[src/rtl/core/csp_ram.sv]
// ============================================================================
// Generic single-port-write RAM
// One write port and one read port, read data registered.
// ============================================================================
module csp_ram #(
   parameter int WIDTH = 32,
   parameter int DEPTH = 64
) (
   input  logic                     clock,
   input  logic                     wr_en,
   input  logic [$clog2(DEPTH)-1:0] wr_addr,
   input  logic [WIDTH-1:0]         wr_data,
   input  logic [$clog2(DEPTH)-1:0] rd_addr,
   output logic [WIDTH-1:0]         rd_data
);

   logic [WIDTH-1:0] mem_ff [DEPTH];
   logic [WIDTH-1:0] rd_data_ff;

   // Storage and registered read
   always_ff @(posedge clock) begin
      if (wr_en) begin
         mem_ff[wr_addr] <= wr_data;
      end
      rd_data_ff <= mem_ff[rd_addr];
   end

   assign rd_data = rd_data_ff;

endmodule

[config.mk]
export PLATFORM = sky130hd
export DESIGN_NAME = csp_ram
export DESIGN_NICKNAME = d
export VERILOG_FILES = /design/src/rtl/core/csp_ram.sv
export SDC_FILE = /design/constraint.sdc
export NUM_CORES = 2
export LEC_CHECK = 0
export BUFFER_PORTS_ARGS = -buffer_cell sky130_fd_sc_hd__buf_2
export CAP_MARGIN = 10
export CELL_PAD_IN_SITES_DETAIL_PLACEMENT = 0
export CELL_PAD_IN_SITES_GLOBAL_PLACEMENT = 2
export CORE_MARGIN = 4
export CORE_UTILIZATION = 40
export DETAILED_ROUTE_END_ITERATION = 10
export PLACE_DENSITY = 0.66
export SLEW_MARGIN = 40
export SYNTH_ARGS = -nofsm -noshare
export SYNTH_HDL_FRONTEND = slang
export SYNTH_SLANG_ARGS = --single-unit
export TNS_END_PERCENT = 10
[constraint.sdc]
create_clock -name clock -period 4.1 [get_ports clock]
set_input_delay 0.41 -clock clock [delete_from_list [all_inputs] [get_ports clock]]
set_output_delay 0.41 -clock clock [all_outputs]
set_load 0.03 [all_outputs]
==> reports/results.txt <==
Primary FF master, synth: edfxtp_1
Worst-Skew Late Latency: 0.83 ns
EDFF count, synth: 2048
Register share of total power: 53.6%
Startpoint types: primary input
RSZ-0062 raised after global routing: no
P_int: 34.8 mW
Fin crit period: 2.39 ns
Initial Utilization: 40.3%
Fin nets: 3681
CTS tree: yes
Setup ws final: 1.71 ns
Area fraction of the dominant cell type after synthesis: 78.3%
Buf/Inv on CP: 3
Switching share of power: 21.2%
CTS resizes: 0
Routed WL: 200 mm
Gr usage total: 19.7%
YS warnings: 0
Worst Hold End: mem_ff[42][30]$_DFFE_PP_
Iter 0 DRT Violations: 3936
Layout area overhead: 15.3%
Fin area: 90600 µm²
Synth top area cells: edfxtp_1, mux4_2, mux2i_1, dfxtp_1, o22ai_1
Remaining antenna violation count: 0
Clock tree sinks: 2080
CP Data Arrival Time: 3.09 ns
Asr flop ratio synth: 0%
Crit-path max FO: 33
Placed cell count: 6044
Core Util, Final: 46.4%
Die ar.: 203000 µm²
Detailed Place HPWL: 116 mm
Root Driver: clkbuf_16
Max_cap viols: 0
Setup TNS: 0 ns
Cell mode on critical path: mux4_2
Reg-to-reg endpoint: rd_data[30]$_DFF_P_
Core ar.: 195000 µm²
I/O pin cnt: 78
Slew margin rel.: 43.0%
Finish-stage setup viols: 0
H-tree Lvls: 4
Slew Viols, Final: 0
Via Count: 36500
Vias in the first global route: 37600
Worst r2r src: mem_ff[10][30]$_DFFE_PP_
First-pass GRT wire length: 286 mm
Combinational power share: 5.0%
CP Class: primary input to flip-flop
Area leader, netlist: edfxtp_1
Synthesized area per cell: 23.6 µm²
Status: completed
Slew of the pin with the lowest slew margin: 0.853 ns
Synthesized area: 78500 µm²
Residual DRC count: 0
CP top delay family: multiplexers
Die height: 451 µm
Clk buf depth: 3
WP data required: 4.80 ns
Cts hold-fix bufs: 1
R2R Setup Slk: 1.89 ns
Final hold vios: 0
Worst hold path depth: 1
Largest net degree at the start of global routing: 65
CP Cell Sequence: buf_8, buf_12, buf_4, mux4_2, mux4_2, o22ai_2, nor2_1
Worst VDD drop: 0.437 mV
NetSw: 9.35 mW
R2R depth: 4
Register area share after synthesis: 79.1%
Mapped Nets: 3370
Pre-CTS WS: 0.747 ns
Final period util: 58.3%
Fill count: 16100
CTS clk-pin slew, worst paths: 0.06 ns
Min-delay src: wr_data[30]
Clock power frac: 41.4%
Cells after synthesis: 3324
DRT Pass-1 Iters: 5
Crit. End Element: flip-flop
Die X-Extent: 451 µm
Layout cells sized above 1: 31.1%
Worst path slowest cell: mux4_2
Hold crit path type: primary input to flip-flop
Number of port buffers: 77
Crit path largest cell delay: 0.53 ns
Vias/cell: 5.67
Initial antenna violation count: 12
Rows: 162
Synth cell types: 34
Post-CTS Repair Setup Buffers: 0
Post-route clock skew: 0.0327 ns
Leak Pwr: 28.1 nW
Synth Register Bits: 2080
CTS buffer count: 209
Fmax: 418 MHz
Pwr/cell area: 488 nW/µm²
Placer Congestion: 0.757
Total placed instance area: 83900 µm²
Non-filler cells, final: 6440
Grt ovf: 0
Avg WL per Cell: 31.1 µm
-- synthesized netlist by cell type (2+ instances only) --
library cell,number
edfxtp_1,2048
mux4_2,544
nor2_1,137
mux2i_1,93
o22ai_1,84
clkbuf_1,74
a21oi_1,62
buf_2,57
dfxtp_1,32
o221ai_1,27
nand2_1,26
buf_4,25
buf_1,21
nor2b_1,15
a22oi_1,12
a311oi_1,8
nand2b_1,8
nor3_1,7
buf_6,5
nand3_1,5
nand3b_1,5
a41o_1,4
and3_1,4
o32ai_1,4
or3_1,3
or3b_2,3
and2_1,2
nand4_1,2
or3b_1,2
-- flip-flops by register name, indices dropped and copies added, names as in the netlist --
register	flops
rd_data	32
mem_ff	2048
-- power groups by stage --
stage / clock (mW) / sequential (mW) / combinational (mW)
6_report: 18.3 / 23.7 / 2.23
5_1_grt: 19.6 / 23.7 / 2.38
4_1_cts: 18.7 / 23.7 / 2.28
3_5_place_dp: 0 / 24.1 / 2.28
3_3_place_gp: 0 / 24.1 / 2.25
2_1_floorplan: 0 / 24.1 / 1.14
-- placed cells by master, fill, tap and decap left out, types with 26 or more instances in the layout --
| cell | Yosys | layout |
|---|---|---|
| buf_12 | 0 | 38 |
| nand2_1 | 26 | 26 |
| o22ai_1 | 84 | 83 |
| nor2_4 | 0 | 62 |
| a21oi_1 | 62 | 62 |
| clkinv_2 | 0 | 38 |
| clkbuf_16 | 0 | 213 |
| o221ai_1 | 27 | 27 |
| mux4_2 | 544 | 544 |
| mux2i_1 | 93 | 93 |
| clkbuf_1 | 74 | 56 |
| edfxtp_1 | 2048 | 2048 |
| buf_2 | 57 | 48 |
| buf_4 | 25 | 187 |
| dfxtp_1 | 32 | 32 |
| nor2_1 | 137 | 75 |
| clkinv_1 | 0 | 48 |
-- stage by stage --
step	hold slack, ns	total power [mW]
after detailed placement	0.779	26.4
after global routing	0.0865	45.6
after CTS	0.0576	44.6
final	0.109	44.2
after global placement	0.765	26.4
after floorplan	0.509	25.3
-- area by class of cell --
type / instances / area, µm² / area share, %
well taps: 2624 / 3280 / 3.63
clock buffers: 280 / 5690 / 6.29
multi-input cells: 1062 / 16000 / 17.7
clock inverters: 109 / 865 / 0.955
repair buffers: 282 / 2570 / 2.84
diodes: 3 / 7.51 / 0.00829
flip-flops and latches: 2080 / 62100 / 68.6
-- metal layers --
layer  wire [µm]  share of wire, %  track usage, %
met1       87300                44            28.5
met2       97000                48            31.6
met5          50             0.025               0
met4        3890               1.9            4.29
met3       12200               6.1            3.54
-- how the worst max path moves through the flow --
stage	startpoint	to	depth (start not counted)
after floorplan	wr_addr[3]	mem_ff[48][0]$_DFFE_PP_	4
after global placement	rd_addr[0]	rd_data[21]$_DFF_P_	7
after detailed placement	rd_addr[0]	rd_data[25]$_DFF_P_	7
after CTS	rd_addr[0]	rd_data[25]$_DFF_P_	7
after global routing	rd_addr[0]	rd_data[25]$_DFF_P_	7
final	rd_addr[0]	rd_data[21]$_DFF_P_	7
-- logic make-up after synthesis --
logic type             count (synthesis)  share of synthesized area, %
multiplexers                         637                          16.8
flip-flops                          2080                          79.1
AND/OR/NAND/NOR                      223                          1.27
buffers and inverters                182                          1.13
AO/OA/AOI/OAI                        202                          1.67
(Power assumes the default switching activity.)
