**src/rtl/core/csp_pkg.sv**
```systemverilog
// ============================================================================
// Cubic spline evaluator package
// Shared constants, control types and rounding helpers for the spline core.
// ============================================================================
package csp_pkg;

   // Default sizes of the knot table and the fixed-point format
   localparam int MAX_KNOTS_DEF = 64;
   localparam int FRAC_BITS_DEF = 16;

   // Widths fixed by the word format
   localparam int DATA_W = 32;
   localparam int IDX_W  = 6;
   localparam int CFG_W  = 7;

   // Request type codes
   localparam logic REQ_LOAD  = 1'b0;
   localparam logic REQ_QUERY = 1'b1;

   // Status codes
   localparam logic STAT_OK  = 1'b0;
   localparam logic STAT_ERR = 1'b1;

   // Control word from the sequencer to the shared arithmetic unit
   typedef struct packed {
      logic start;
      logic is_div;
   } alu_ctl_type;

   // Round a signed 64-bit value to nearest over 30 bits, ties away from zero.
   function automatic logic [63:0] rnd30(input logic [63:0] v);
      logic [63:0] m;
      logic [64:0] s;
      logic [63:0] r;
      m = v[63] ? (~v + 64'd1) : v;
      s = {1'b0, m} + 65'h0_2000_0000;
      r = 64'(s[64:30]);
      return v[63] ? (~r + 64'd1) : r;
   endfunction

endpackage

```
**src/rtl/core/csp_alu.sv**
```systemverilog
// ============================================================================
// Spline shared arithmetic unit
// A 64x64 multiplier built from four passes of one 32x32 multiplier, and a
// restoring divider that retires one quotient bit per cycle.
// ============================================================================
module csp_alu (
   input  logic                 clock,
   input  logic                 reset,
   input  csp_pkg::alu_ctl_type ctl,
   input  logic [63:0]          mul_a,
   input  logic [63:0]          mul_b,
   input  logic [64:0]          div_dividend,
   input  logic [32:0]          div_divisor,
   output logic                 done,
   output logic [127:0]         prod,
   output logic [63:0]          quot
);

   localparam logic [6:0] MUL_LAST = 7'd4;
   localparam logic [6:0] DIV_LAST = 7'd64;

   logic         busy_ff, busy_in;
   logic         is_div_ff, is_div_in;
   logic         done_ff, done_in;
   logic [6:0]   cnt_ff, cnt_in;
   logic [63:0]  a_ff, a_in, b_ff, b_in;
   logic [63:0]  pp_ff, pp_in;
   logic [127:0] acc_ff, acc_in;
   logic [32:0]  rem_ff, rem_in;
   logic [64:0]  dvd_ff, dvd_in;
   logic [32:0]  dvs_ff, dvs_in;

   logic [31:0]  a_part, b_part;
   logic [127:0] pp_shifted;
   logic [33:0]  trial;
   logic         fits;
   logic         last;

   // Operand halves for the current partial product
   assign a_part = cnt_ff[1] ? a_ff[63:32] : a_ff[31:0];
   assign b_part = cnt_ff[0] ? b_ff[63:32] : b_ff[31:0];

   // Place the previous partial product at its weight
   always_comb begin
      unique case (cnt_ff)
         7'd2, 7'd3: pp_shifted = {32'd0, pp_ff, 32'd0};
         7'd4:       pp_shifted = {pp_ff, 64'd0};
         default:    pp_shifted = {64'd0, pp_ff};
      endcase
   end

   // Restoring divide step
   assign trial = {rem_ff, dvd_ff[64]};
   assign fits  = trial >= {1'b0, dvs_ff};
   assign last  = is_div_ff ? (cnt_ff == DIV_LAST) : (cnt_ff == MUL_LAST);

   // Next-state logic
   always_comb begin
      busy_in   = busy_ff;
      is_div_in = is_div_ff;
      done_in   = 1'b0;
      cnt_in    = cnt_ff;
      a_in      = a_ff;
      b_in      = b_ff;
      pp_in     = pp_ff;
      acc_in    = acc_ff;
      rem_in    = rem_ff;
      dvd_in    = dvd_ff;
      dvs_in    = dvs_ff;
      if (ctl.start) begin
         busy_in   = 1'b1;
         is_div_in = ctl.is_div;
         cnt_in    = '0;
         a_in      = mul_a;
         b_in      = mul_b;
         acc_in    = '0;
         rem_in    = '0;
         dvd_in    = div_dividend;
         dvs_in    = div_divisor;
      end else if (busy_ff) begin
         cnt_in = cnt_ff + 7'd1;
         if (is_div_ff) begin
            rem_in = fits ? 33'(trial - {1'b0, dvs_ff}) : trial[32:0];
            dvd_in = {dvd_ff[63:0], fits};
         end else begin
            pp_in = 64'(a_part) * 64'(b_part);
            if (cnt_ff != 7'd0) begin
               acc_in = acc_ff + pp_shifted;
            end
         end
         if (last) begin
            busy_in = 1'b0;
            done_in = 1'b1;
         end
      end
   end

   // Registers
   always_ff @(posedge clock) begin
      if (reset) begin
         busy_ff <= 1'b0;
         done_ff <= 1'b0;
      end else begin
         busy_ff <= busy_in;
         done_ff <= done_in;
      end
      is_div_ff <= is_div_in;
      cnt_ff    <= cnt_in;
      a_ff      <= a_in;
      b_ff      <= b_in;
      pp_ff     <= pp_in;
      acc_ff    <= acc_in;
      rem_ff    <= rem_in;
      dvd_ff    <= dvd_in;
      dvs_ff    <= dvs_in;
   end

   assign done = done_ff;
   assign prod = acc_ff;
   assign quot = dvd_ff[63:0];

endmodule

```
**config.mk**
```make
export PLATFORM = sky130hd
export DESIGN_NAME = csp_alu
export DESIGN_NICKNAME = d
export VERILOG_FILES = /design/src/rtl/core/csp_pkg.sv /design/src/rtl/core/csp_alu.sv
export SDC_FILE = /design/constraint.sdc
export NUM_CORES = 2
export LEC_CHECK = 0
export BUFFER_PORTS_ARGS = -buffer_cell sky130_fd_sc_hd__buf_2
export CAP_MARGIN = 20
export CORE_UTILIZATION = 30
export CTS_CLUSTER_SIZE = 12
export DETAILED_ROUTE_END_ITERATION = 10
export PLACE_DENSITY = 0.43
export SLEW_MARGIN = 20
export SYNTH_ARGS = -nofsm -noshare
export SYNTH_HDL_FRONTEND = slang
export SYNTH_SLANG_ARGS = --single-unit
```
**constraint.sdc**
```tcl
create_clock -name clock -period 16.3 [get_ports clock]
set_clock_uncertainty 0.2 [all_clocks]
set_input_delay 0.815 -clock clock [delete_from_list [all_inputs] [get_ports clock]]
set_output_delay 0.815 -clock clock [all_outputs]
set_load 0.02 [all_outputs]
```
==> out/metrics.json <==
{
  "result_of_the_run": "finished, final reports clean",
  "grt-ovfl-total": 0,
  "htree_num_levels": 3,
  "dieHeight_um": 449.5,
  "clock_sinks": 461,
  "yosysWarningCount": 0,
  "wl_per_cell_um": 24.37,
  "design.final.nets": 8384,
  "synth-edff-count": 291,
  "cts_buffers": 67,
  "flip_flop_and_latch_count_after_synthesis": 461,
  "synth_async_sr_flop_share": 0,
  "final_hold_vios": 0,
  "ctsRootBufferMaster": "sky130_fd_sc_hd__clkbuf_16",
  "worst_skew_pair.late_latency_ns": 0.70,
  "cp_common_cell": "sky130_fd_sc_hd__fa_1",
  "synthesis.area_sq_um": 60070,
  "grt_max_degree": 103,
  "postSynth.topFlopCell": "sky130_fd_sc_hd__edfxtp_1",
  "detailed_place_hpwl_mm": 179.7,
  "critPathLaunch": "cnt_ff[0]",
  "fp-row-count": 163,
  "number_of_antenna_violations_at_the_first_check_in_global_routing": 10,
  "tritoncts": "yes",
  "drt_first_pass_iters": 5,
  "worst_slew_margin_rel": 0.2828,
  "total_negative_setup_slack_ns": 0,
  "synth_top_family_by_area": "adder cells",
  "synth_fp_nets": 8205,
  "holdCritStartpoint": "mul_b[33]",
  "die_x_um": 449.5,
  "cp.required_ns": 16.53,
  "n_fill_cell": 20730,
  "drv_cap": 0,
  "cts_hold_repair.buffers": 0,
  "clk_pin_slew_ns": 0.05,
  "worst_reg2reg_path_startpoint": "cnt_ff[0]",
  "timing.final.setup_violations": 0,
  "worst-path-buf-inv": 8,
  "rsz0062_at_grt": "no",
  "tightest_slew_ns": 1.053,
  "synthCells": 6651,
  "wirelength_mm": 232.2,
  "synth.mux.area_fraction": 0.03764,
  "grt_first_pass_wirelength_mm": 339.3,
  "cts_resized": 0,
  "final_layout_size_suffix_gt1_frac": 0.1253,
  "synth-simple-area-share": 0.1399,
  "cp-end-kind": "flop",
  "vias_cell": 5.029,
  "place.gp.congestion": 0.9000,
  "yosys.area_share.adder": 0.3880,
  "worstPathArrival_ns": 10.22,
  "remaining_drc_errors": 0,
  "slowest_stage": "sky130_fd_sc_hd__dfxtp_4",
  "fp.coreArea_sq_um": 198000,
  "ys_seq_area_frac": 0.2021,
  "synth_xor_xnor_area_share": 0.03062,
  "average_size_of_a_mapped_cell_sq_um": 9.032,
  "post_cts_buffers": 0,
  "crit_path_max_fanout": 40,
  "cpLargestDelayFamily": "adder cells",
  "min_period_over_period": 0.6130,
  "grt_pass1_vias": 49660,
  "criticalPathCategory": "reg2reg",
  "final_antenna_net_count": 0,
  "flow.area_growth_from_synthesis_pct": 11.69,
  "min_path_type": "in2reg",
  "fmaxAchievable_mhz": 100.1,
  "number_of_buffers_on_the_longest_clock_path": 3,
  "numPortBuffers": 422,
  "initial_core_util": 0.3033,
  "critical-path-max-stage-delay_ns": 0.84,
  "via_count": 47910,
  "design.portCount": 423,
  "slew_viol_final": 0,
  "groute.usage.overall": 0.2271,
  "netlist-cell-type-count": 91,
  "period_needed_ns": 9.992,
  "synthesized_area_fraction_occupied_by_ao_oa_aoi_and_oai_cells": 0.1115,
  "floorplan.die_area_sq_um": 202000,
  "dr.first_iter.drc_count": 3558,
  "cp-start-kind": "flop"
}
[metal layers]
layer	global-route usage	part of all wire	vias to the layer above
met5	0	0.000056	-
met4	0.06565	0.031	2
met3	0.02976	0.055	264
met2	0.3623	0.45	1535
met1	0.3195	0.46	24370
li1	-	-	21730
[cells in the mapped netlist, types with 6 or more instances]
| cell type | instances | area share |
|---|---|---|
| sky130_fd_sc_hd__a211oi_1 | 22 | 0.0027 |
| sky130_fd_sc_hd__a21boi_0 | 16 | 0.0020 |
| sky130_fd_sc_hd__a21o_1 | 115 | 0.014 |
| sky130_fd_sc_hd__a21oi_1 | 377 | 0.031 |
| sky130_fd_sc_hd__a221o_1 | 7 | 0.0012 |
| sky130_fd_sc_hd__a22o_1 | 38 | 0.0055 |
| sky130_fd_sc_hd__a31oi_1 | 21 | 0.0022 |
| sky130_fd_sc_hd__and2_1 | 82 | 0.0085 |
| sky130_fd_sc_hd__and3_1 | 10 | 0.0010 |
| sky130_fd_sc_hd__and4_1 | 7 | 0.0010 |
| sky130_fd_sc_hd__buf_1 | 23 | 0.0014 |
| sky130_fd_sc_hd__buf_2 | 18 | 0.0015 |
| sky130_fd_sc_hd__buf_4 | 65 | 0.0081 |
| sky130_fd_sc_hd__clkbuf_1 | 289 | 0.018 |
| sky130_fd_sc_hd__clkbuf_2 | 6 | 0.00050 |
| sky130_fd_sc_hd__dfxtp_1 | 170 | 0.057 |
| sky130_fd_sc_hd__edfxtp_1 | 291 | 0.15 |
| sky130_fd_sc_hd__fa_1 | 898 | 0.30 |
| sky130_fd_sc_hd__ha_1 | 426 | 0.089 |
| sky130_fd_sc_hd__inv_1 | 967 | 0.060 |
| sky130_fd_sc_hd__mux2_2 | 127 | 0.024 |
| sky130_fd_sc_hd__mux2i_1 | 83 | 0.014 |
| sky130_fd_sc_hd__nand2_1 | 891 | 0.056 |
| sky130_fd_sc_hd__nand2b_1 | 29 | 0.0030 |
| sky130_fd_sc_hd__nand3_1 | 48 | 0.0040 |
| sky130_fd_sc_hd__nand4_1 | 85 | 0.0089 |
| sky130_fd_sc_hd__nor2_1 | 751 | 0.047 |
| sky130_fd_sc_hd__nor2b_1 | 15 | 0.0016 |
| sky130_fd_sc_hd__nor3_1 | 30 | 0.0025 |
| sky130_fd_sc_hd__nor4_1 | 8 | 0.00083 |
| sky130_fd_sc_hd__o211ai_1 | 12 | 0.0015 |
| sky130_fd_sc_hd__o21a_1 | 22 | 0.0027 |
| sky130_fd_sc_hd__o21ai_0 | 263 | 0.022 |
| sky130_fd_sc_hd__o21ai_1 | 19 | 0.0016 |
| sky130_fd_sc_hd__o21bai_1 | 57 | 0.0071 |
| sky130_fd_sc_hd__o221ai_1 | 6 | 0.00087 |
| sky130_fd_sc_hd__o31ai_1 | 23 | 0.0029 |
| sky130_fd_sc_hd__or2_2 | 13 | 0.0014 |
| sky130_fd_sc_hd__or3_1 | 13 | 0.0014 |
| sky130_fd_sc_hd__xnor2_1 | 128 | 0.019 |
| sky130_fd_sc_hd__xor2_1 | 82 | 0.012 |
[placed cells by master, fill, tap and decap left out, types with 30 or more instances in the layout]
cell	n
sky130_fd_sc_hd__mux2i_2	47
sky130_fd_sc_hd__dfxtp_1	168
sky130_fd_sc_hd__ha_1	426
sky130_fd_sc_hd__buf_4	89
sky130_fd_sc_hd__and2_1	82
sky130_fd_sc_hd__buf_2	421
sky130_fd_sc_hd__a22o_1	38
sky130_fd_sc_hd__nand3_1	48
sky130_fd_sc_hd__fa_1	898
sky130_fd_sc_hd__xor2_1	82
sky130_fd_sc_hd__inv_1	966
sky130_fd_sc_hd__nand4_1	85
sky130_fd_sc_hd__nand2_1	891
sky130_fd_sc_hd__nor2_1	748
sky130_fd_sc_hd__o21ai_0	263
sky130_fd_sc_hd__edfxtp_1	291
sky130_fd_sc_hd__o21bai_1	57
sky130_fd_sc_hd__xnor2_1	128
sky130_fd_sc_hd__a21oi_1	376
sky130_fd_sc_hd__clkbuf_16	71
sky130_fd_sc_hd__nor3_1	30
sky130_fd_sc_hd__a21o_1	115
sky130_fd_sc_hd__mux2_2	127
[state kept, by name, summed over array words and instances, names as in the netlist]
register and cells:
prod 128, dvd_ff 65, a_ff 64, b_ff 64
pp_ff 64, dvs_ff 33, rem_ff 33, cnt_ff 7
busy_ff 1, done 1, is_div_ff 1
[worst register-to-register path: cells and delay by family (launching register included)]
family | cells | cell delay [ns]
multiplexers | 1 | 0.35
AO/OA/AOI/OAI | 9 | 1.88
flip-flops | 1 | 0.84
XOR/XNOR | 1 | 0.14
buffers and inverters | 8 | 1.43
AND/OR/NAND/NOR | 3 | 0.44
adder cells (fa/ha/maj) | 9 | 4.42
[final timing paths]
check                                  to  slack [ns]  depth (start not counted)
worst min register to register  prod[112]        0.27                          2
worst max-delay path            pp_ff[59]        6.31                         31
worst min-delay path             b_ff[33]        0.09                          1
worst max register to register  pp_ff[59]        6.31                         31
[cell type report]
| cell class | count | area, sq um | area share |
|---|---|---|---|
| Multi-Input combinational cell | 4821 | 42850 | 0.6387 |
| Sequential cell | 461 | 12150 | 0.1811 |
| Inverter | 967 | 3630 | 0.05410 |
| Tap cell | 2640 | 3303 | 0.04923 |
| Timing Repair Buffer | 512 | 2810 | 0.04188 |
| Clock buffer | 82 | 1878 | 0.02799 |
| Clock inverter | 39 | 461.7 | 0.006881 |
| Antenna cell | 5 | 12.51 | 0.0001865 |
[per-stage QoR]
stage / hold WS [ns] / util / area, sq um / cells / setup slack, ns
final: 0.09405 / 0.3388 / 67100 / 9527 / 6.308
after CTS: 0.02459 / 0.3388 / 67080 / 9522 / 6.328
after detailed placement: 0.2693 / 0.3269 / 64740 / 9401 / 6.329
after global routing: 0.04760 / 0.3388 / 67090 / 9523 / 5.908
after global placement: 0.2634 / 0.3269 / 64740 / 9401 / 6.421
after floorplan: 0.2466 / - / 60070 / 6651 / 7.269
[cell families (layout without fill, tap and decap cells)]
family,Yosys count,count (layout)
multiplexers,210,210
XOR/XNOR,210,210
buffers and inverters,1369,1600
flip-flops,461,461
AO/OA/AOI/OAI,1073,1073
AND/OR/NAND/NOR,2004,2004
other,0,5
adder cells (fa/ha/maj),1324,1324
Power is left out: the tool's default activity adds up to more than one toggle a clock period on the data nets, which glitch-free logic cannot reach.
